==> src/rtl/rppm_pkg.sv <==
// Shared types and constants for the redundant path packet merger.
// No dependencies; imported by every module of the block except rppm_ram.
package rppm_pkg;

    localparam int RING_DEPTH = 4096;
    localparam int SLOT_W     = $clog2(RING_DEPTH);
    localparam int SIZE_W     = SLOT_W + 1;
    localparam int TIME_W     = 63;
    localparam int SEQ_W      = 32;
    localparam int DELAY_W    = 32;
    localparam int CFG_W      = 32;
    localparam int CFG_IDX_W  = 2;
    localparam int DIV_CNT_W  = $clog2(SEQ_W);

    localparam logic [CFG_IDX_W-1:0] CFG_RING_SIZE  = 2'd0;
    localparam logic [CFG_IDX_W-1:0] CFG_PATH_DELAY = 2'd1;

    localparam logic [SIZE_W-1:0]  RING_SIZE_RST  = SIZE_W'(RING_DEPTH);
    localparam logic [DELAY_W-1:0] PATH_DELAY_RST = DELAY_W'(1000);

    typedef enum logic [1:0] {
        MODE_WAIT_FIRST = 2'd0,
        MODE_RUNNING    = 2'd1,
        MODE_WAITING    = 2'd2
    } t_mode;

    typedef enum logic [3:0] {
        S_CLR, S_IDLE, S_DISP, A_DIV, A_RD, A_EV, P_RD, P_EV, P_RRD, P_REV, P_EMIT
    } t_state;

    // one ring slot as stored in memory
    typedef struct packed {
        logic              valid;
        logic [SEQ_W-1:0]  seq;
        logic [TIME_W-1:0] stamp;
        logic [TIME_W-1:0] arrival;
    } t_slot;

    localparam int SLOT_BITS = $bits(t_slot);

    // controller to datapath
    typedef struct packed {
        logic cap;
        logic clr_wr;
        logic div_init;
        logic div_step;
        logic arr_mode;
        logic rd_idx;
        logic arr_wr;
        logic poll_init;
        logic rd_cur;
        logic scan_adv;
        logic set_wait;
        logic set_nrt;
        logic rel_first;
        logic rel_step;
        logic out_load;
    } t_cmd;

    // datapath to controller
    typedef struct packed {
        logic func;
        logic hdr_ok;
        logic clr_last;
        logic div_last;
        logic running;
        logic nrt_young;
        logic slot_valid;
        logic slot_young;
        logic scan_full;
        logic wrap;
        logic out_free;
    } t_stat;

endpackage

==> src/rtl/rppm_ctrl.sv <==
// Controller state machine for the packet merger: sequences clear, arrival and poll.
// Depends on rppm_pkg.
module rppm_ctrl import rppm_pkg::*; (
    input  logic  i_clk,
    input  logic  i_rst_n,
    input  logic  i_valid,
    output logic  o_ready,
    input  t_stat i_stat,
    output t_cmd  o_cmd
);
    t_state r_state, n_state;

    // state register
    always_ff @(posedge i_clk) begin
        if (!i_rst_n) begin
            r_state <= S_CLR;
        end else begin
            r_state <= n_state;
        end
    end

    // next state
    always_comb begin
        n_state = r_state;
        case (r_state)
            S_CLR:  if (i_stat.clr_last) n_state = S_IDLE;
            S_IDLE: if (i_valid) n_state = S_DISP;
            S_DISP: begin
                if (!i_stat.func) begin
                    n_state = i_stat.hdr_ok ? A_DIV : S_IDLE;
                end else if (!i_stat.running || i_stat.nrt_young) begin
                    n_state = P_EMIT;
                end else begin
                    n_state = P_RD;
                end
            end
            A_DIV:  if (i_stat.div_last) n_state = A_RD;
            A_RD:   n_state = A_EV;
            A_EV:   n_state = S_IDLE;
            P_RD:   n_state = P_EV;
            P_EV: begin
                if (i_stat.slot_valid) begin
                    if (i_stat.slot_young || i_stat.wrap) n_state = P_EMIT;
                    else n_state = P_RRD;
                end else if (i_stat.scan_full) begin
                    n_state = P_EMIT;
                end else begin
                    n_state = P_RD;
                end
            end
            P_RRD:  n_state = P_REV;
            P_REV: begin
                if (i_stat.slot_valid && !i_stat.slot_young && !i_stat.wrap) n_state = P_RRD;
                else n_state = P_EMIT;
            end
            P_EMIT: if (i_stat.out_free) n_state = S_IDLE;
            default: n_state = S_IDLE;
        endcase
    end

    // commands
    always_comb begin
        o_cmd   = '0;
        o_ready = 1'b0;
        case (r_state)
            S_CLR:  o_cmd.clr_wr = 1'b1;
            S_IDLE: begin
                o_ready   = 1'b1;
                o_cmd.cap = i_valid;
            end
            S_DISP: begin
                o_cmd.div_init  = !i_stat.func && i_stat.hdr_ok;
                o_cmd.poll_init = i_stat.func && i_stat.running && !i_stat.nrt_young;
            end
            A_DIV:  o_cmd.div_step = 1'b1;
            A_RD: begin
                o_cmd.arr_mode = 1'b1;
                o_cmd.rd_idx   = 1'b1;
            end
            A_EV:   o_cmd.arr_wr = !i_stat.slot_valid;
            P_RD:   o_cmd.rd_cur = 1'b1;
            P_EV: begin
                if (i_stat.slot_valid) begin
                    o_cmd.set_nrt   = i_stat.slot_young;
                    o_cmd.rel_first = !i_stat.slot_young;
                    o_cmd.rel_step  = !i_stat.slot_young;
                end else begin
                    o_cmd.set_wait = i_stat.scan_full;
                    o_cmd.scan_adv = !i_stat.scan_full;
                end
            end
            P_RRD:  o_cmd.rd_cur = 1'b1;
            P_REV:  o_cmd.rel_step = i_stat.slot_valid && !i_stat.slot_young;
            P_EMIT: o_cmd.out_load = i_stat.out_free;
            default: o_cmd = '0;
        endcase
    end
endmodule

==> config.mk <==
export PLATFORM = sky130hd
export DESIGN_NAME = rppm_ctrl
export DESIGN_NICKNAME = d
export VERILOG_FILES = /design/src/rtl/rppm_pkg.sv /design/src/rtl/rppm_ctrl.sv
export SDC_FILE = /design/constraint.sdc
export NUM_CORES = 1
export LEC_CHECK = 0
export BUFFER_PORTS_ARGS = -buffer_cell sky130_fd_sc_hd__buf_4
export CAP_MARGIN = 15
export CELL_PAD_IN_SITES_DETAIL_PLACEMENT = 0
export CELL_PAD_IN_SITES_GLOBAL_PLACEMENT = 1
export CORE_UTILIZATION = 31
export DETAILED_ROUTE_END_ITERATION = 8
export GPL_ROUTABILITY_DRIVEN = 0
export PLACE_DENSITY_LB_ADDON = 0.2
export SLEW_MARGIN = 25
export SYNTH_ARGS = -nofsm -noshare
export SYNTH_HDL_FRONTEND = slang
export SYNTH_SLANG_ARGS = --single-unit
==> constraint.sdc <==
create_clock -name i_clk -period 4.3 [get_ports i_clk]
set_clock_uncertainty 0.2 [all_clocks]
set_input_delay 0.215 -clock i_clk [delete_from_list [all_inputs] [get_ports i_clk]]
set_output_delay 0.215 -clock i_clk [all_outputs]
set_load 0.02 [all_outputs]
Word level (Yosys, flattened, before mapping)
Cells that the tools add are included.
{ "totals": {"regBits": 4, "out_inout_bits": 16, "wordCells": 58} }
{ "op_classes": {"n_eq_ne": 14, "mux": 26, "n_reduce_logical": 17} }
{ "op_table": {"columns": ["operator", "count"], "rows": [
  ["$pmux W4 S10", 1],
  ["$mux W4", 9],
  ["$eq A4 B3 Y1 const B", 4],
  ["$eq A4 B4 Y1 const B", 3],
  ["$mux W2", 5],
  ["$mux W1", 9],
  ["$eq A4 B2 Y1 const B", 2],
  ["$ne A2 B2 Y1 const B", 4],
  ["$logic_not A1 Y1", 7],
  ["$logic_and A1 B1 Y1", 5],
  ["$eq A4 B1 Y1 const B", 1],
  ["$logic_not A4 Y1", 1],
  ["$reduce_and A4 Y1", 1],
  ["$mux W3", 1],
  ["$logic_or A1 B1 Y1", 2],
  ["$pmux W1 S2", 1],
  ["$reduce_or A2 Y1", 1]
]} }

Logic depth before layout (Yosys ltp)
{ "logic_depth": {"ltp_word": 5, "mapped_depth": 5} }

Least setup slack after synthesis
Ideal clock, no wire load.
{ "synth_path": {"path_kind": "register to output", "startpoint": "reg r_state[3]", "endpoint": "out o_cmd[1] in the netlist's numbering", "arrival_time_ns": 1.526, "required_ns": 3.885, "slack_ns": 2.359, "path_stages_with_launch": 5, "cell_sequence": "dfxtp_1 > buf_4 > nand3b_2 > o21a_1 > nor4b_1"} }
{ "synth_lines": {"columns": ["element", "line", "text"], "rows": [
  ["start: declaration", "rppm_ctrl.sv:11", "t_state r_state, n_state;"],
  ["start signal: assignment", "rppm_ctrl.sv:18", "r_state <= n_state;"],
  ["end: declaration", "rppm_ctrl.sv:9", "output t_cmd o_cmd"]
]} }

==> flow_summary.toml <==
[sta]
setup_viol = 0
slew-limit-headroom_pct = 60.9
slew_violations = 0
fmax_mhz = 469
hold_viol_final = 0
setup_tns_ps = 0
fin_crit_sh_pct = 49.6
worst_pin_slew_ps = 586
rsz0062_at_grt = "false"
setup_slack_ps = 2170
finalHoldWorstSlack_ps = 49.7
fin_crit_ps = 2130

[global_route]
grtUsageTotal_pct = 15.2
grt_max_degree = 18
antenna_found_initial = 0
grt_pass1_wl_um = 2300
grt_pass1_vias = 546
globalRouteOverflowTotal = 0

[worst_setup_path]
critPathMaxFanout = 17
critical_path.cell_chain = "and2b_2 > nand3_2 > nor3b_1 > buf_4"
critPathTopFamily = "simple AND/OR/NAND/NOR gates"
r2r_end = "r_state[1]"
critical_path_class = "flop to output port"
cp_slowest_stage_delay_ps = 650
r2r_setup_slack_ps = 2500
regToRegStartpoint = "r_state[0]"
crit_required_ps = 3880
path_buf_inv = 1
cp_data_arrival_time_ps = 1720
crit_slowest_cell = "dfxtp_1"
rr_worst_depth = 4
critPathLaunchType = "flop"
critPathCaptureType = "output port"

[drt]
routed_wl_um = 1380
vias_per_cell = 5.42
via_count = 629
ant_nets = 0
drc = 0
dr.pass1.iters = 6
drtIter0Drc = 16
wl_per_cell_um = 11.9

[logic_synthesis]
syn_area_um2 = 551
synth_top_area_share_pct = 14.5
avgSynthCellArea_um2 = 7.34
synthDistinctLibCells = 41
synth_flop_cell = "dfxtp_1"
synthTopCellsByArea = "dfxtp_1 15%, nor2_1 6.8%, nor3b_1 5.5%, nor3_1 4.5%, buf_4 4.1%"
synth_largest_area_cell = "dfxtp_1"
synth-seq-cells = 4
synth_warnings = 0
syn_inst = 75
syn-num-nets = 89
yosysSeqAreaShare_pct = 14.5
synth_edf_count = 0
synth-async-reset-ratio_pct = 0

[clock_network]
post_cts_buffers = 0
cts_resized = 0
cts_hold_buf = 0
clkSinkCount = 4
cts_tree = "done"
cts_buffer_depth = 2
htree_levels = 1
cts_buffers = 3
clk_pin_slew_ps = 40
clkLatencyLatePin_ps = 230
cts-root-buf = "clkbuf_4"

[worst_hold_path]
hold_path_depth = 3
min_path_type = "input pin to flop"
hp-start = "i_rst_n"
min_to = "r_state[3]"

[cells_and_area]
fillers = 173
mostFrequentLayoutCells = "29 x buf_4, 10 x nor2_1, 5 x nor3_1, 5 x nand2_1"
area_growth_pct = 38.4
drive_gt1_share_pct = 41.0
regMostFlops = "r_state"
fin_util_pct = 48.3
largest_registers = "r_state x4"
final_common_cell = "buf_4"
largest_reg_flops = 4
diodes = 0
nets = 116

[flow_run]
max-cap-violations = 0

[power_and_ir_drop]
p_int_mw = 0.185
cellLeakagePower_nw = 0.335
p_comb_share_pct = 60.8
power_frac_seq_pct = 26.7
ir_drop_uv = 380
power.share.clock_pct = 12.5
powerDensity_nw_per_um2 = 467
p_sw_share_pct = 48.0
switchingPower_mw = 0.171

[floorplan]
core_um2 = 1580
start_util_pct = 34.9
ios = 30
dieArea_um2 = 1950
die_h_um = 44.1
die_w_um = 44.1
rows = 14

[outcome]
outcome = "finished clean"

[placement]
io_buffer_count = 29
post-place-ws_ps = 2420
dpl.hpwl_um = 1070
[synth_stat cells, drive strengths merged, types with 2 or more instances]
library cell and instances:
nor3 5, buf 6, o22ai 2, a21boi 2, nand3b 2, a21oi 3, nor4 2, nor3b 4
nor2b 2, o21ai 3, nor4b 2, dfxtp 4, nand2b 3, nand2 5, nand3 2, nor2 10
inv 3
[stage by stage]
stage | cells | instance area, um2 | total power, mW
3_5_place_dp | 113 | 739 | 0.313
2_1_floorplan | 75 | 551 | 0.259
5_1_grt | 116 | 762 | 0.390
4_1_cts | 116 | 762 | 0.360
3_3_place_gp | 113 | 739 | 0.314
6_report | 116 | 762 | 0.356
[power by group through the flow]
| stage | registers, mW | logic [mW] | clock network, mW |
|---|---|---|---|
| final | 0.0951 | 0.217 | 0.0444 |
| after global routing | 0.101 | 0.239 | 0.0508 |
| after CTS | 0.0938 | 0.219 | 0.0470 |
| after detailed placement | 0.0945 | 0.219 | 0 |
| after global placement | 0.0944 | 0.219 | 0 |
| after floorplan | 0.0611 | 0.198 | 0 |
[per-layer routing]
layer	vias to the layer above	wire, um	share of wire (%)	GRT usage, %
met5	-	0	0	0
met4	0	0	0	1.82
met3	0	64	4.6	4.49
met2	16	640	46	23.8
met1	291	675	49	21.2
li1	322	-	-	-
[kinds of logic (layout without fill, tap and decap cells)]
group           after synthesis  in the layout  synth area share [%]
simple gates                 42             42                  48.0
compound gates               18             18                  24.8
buf+inv                      10             35                  10.9
flops                         4              4                  14.5
mux                           1              1                  1.82
[worst register-to-register path: stages, from the launching register on]
cell and delay, ps:
dfxtp_1 670, nor4b_2 310, a31oi_1 80, a21o_1 230, a221oi_2 230
[area by class of cell]
class	count	area, um2	share of cell area, %
multi-input combinational	61	410	53.9
timing repair buffer	29	218	28.6
sequential	4	80.1	10.5
clock buffer	3	22.5	2.96
tap	16	20.0	2.63
inverter	3	11.3	1.48
[how the worst max path moves through the flow]
stage	start	cells after the start	slack, ps	end
6_report	r_state[1]	4	2170	o_cmd[2]
5_1_grt	r_state[1]	4	1950	o_cmd[2]
4_1_cts	r_state[1]	4	2170	o_cmd[2]
3_5_place_dp	r_state[1]	4	2420	o_cmd[2]
3_3_place_gp	r_state[1]	4	2460	o_cmd[4]
2_1_floorplan	r_state[3]	4	2360	o_cmd[1]
Note: power is estimated with default switching activity, not from simulation.
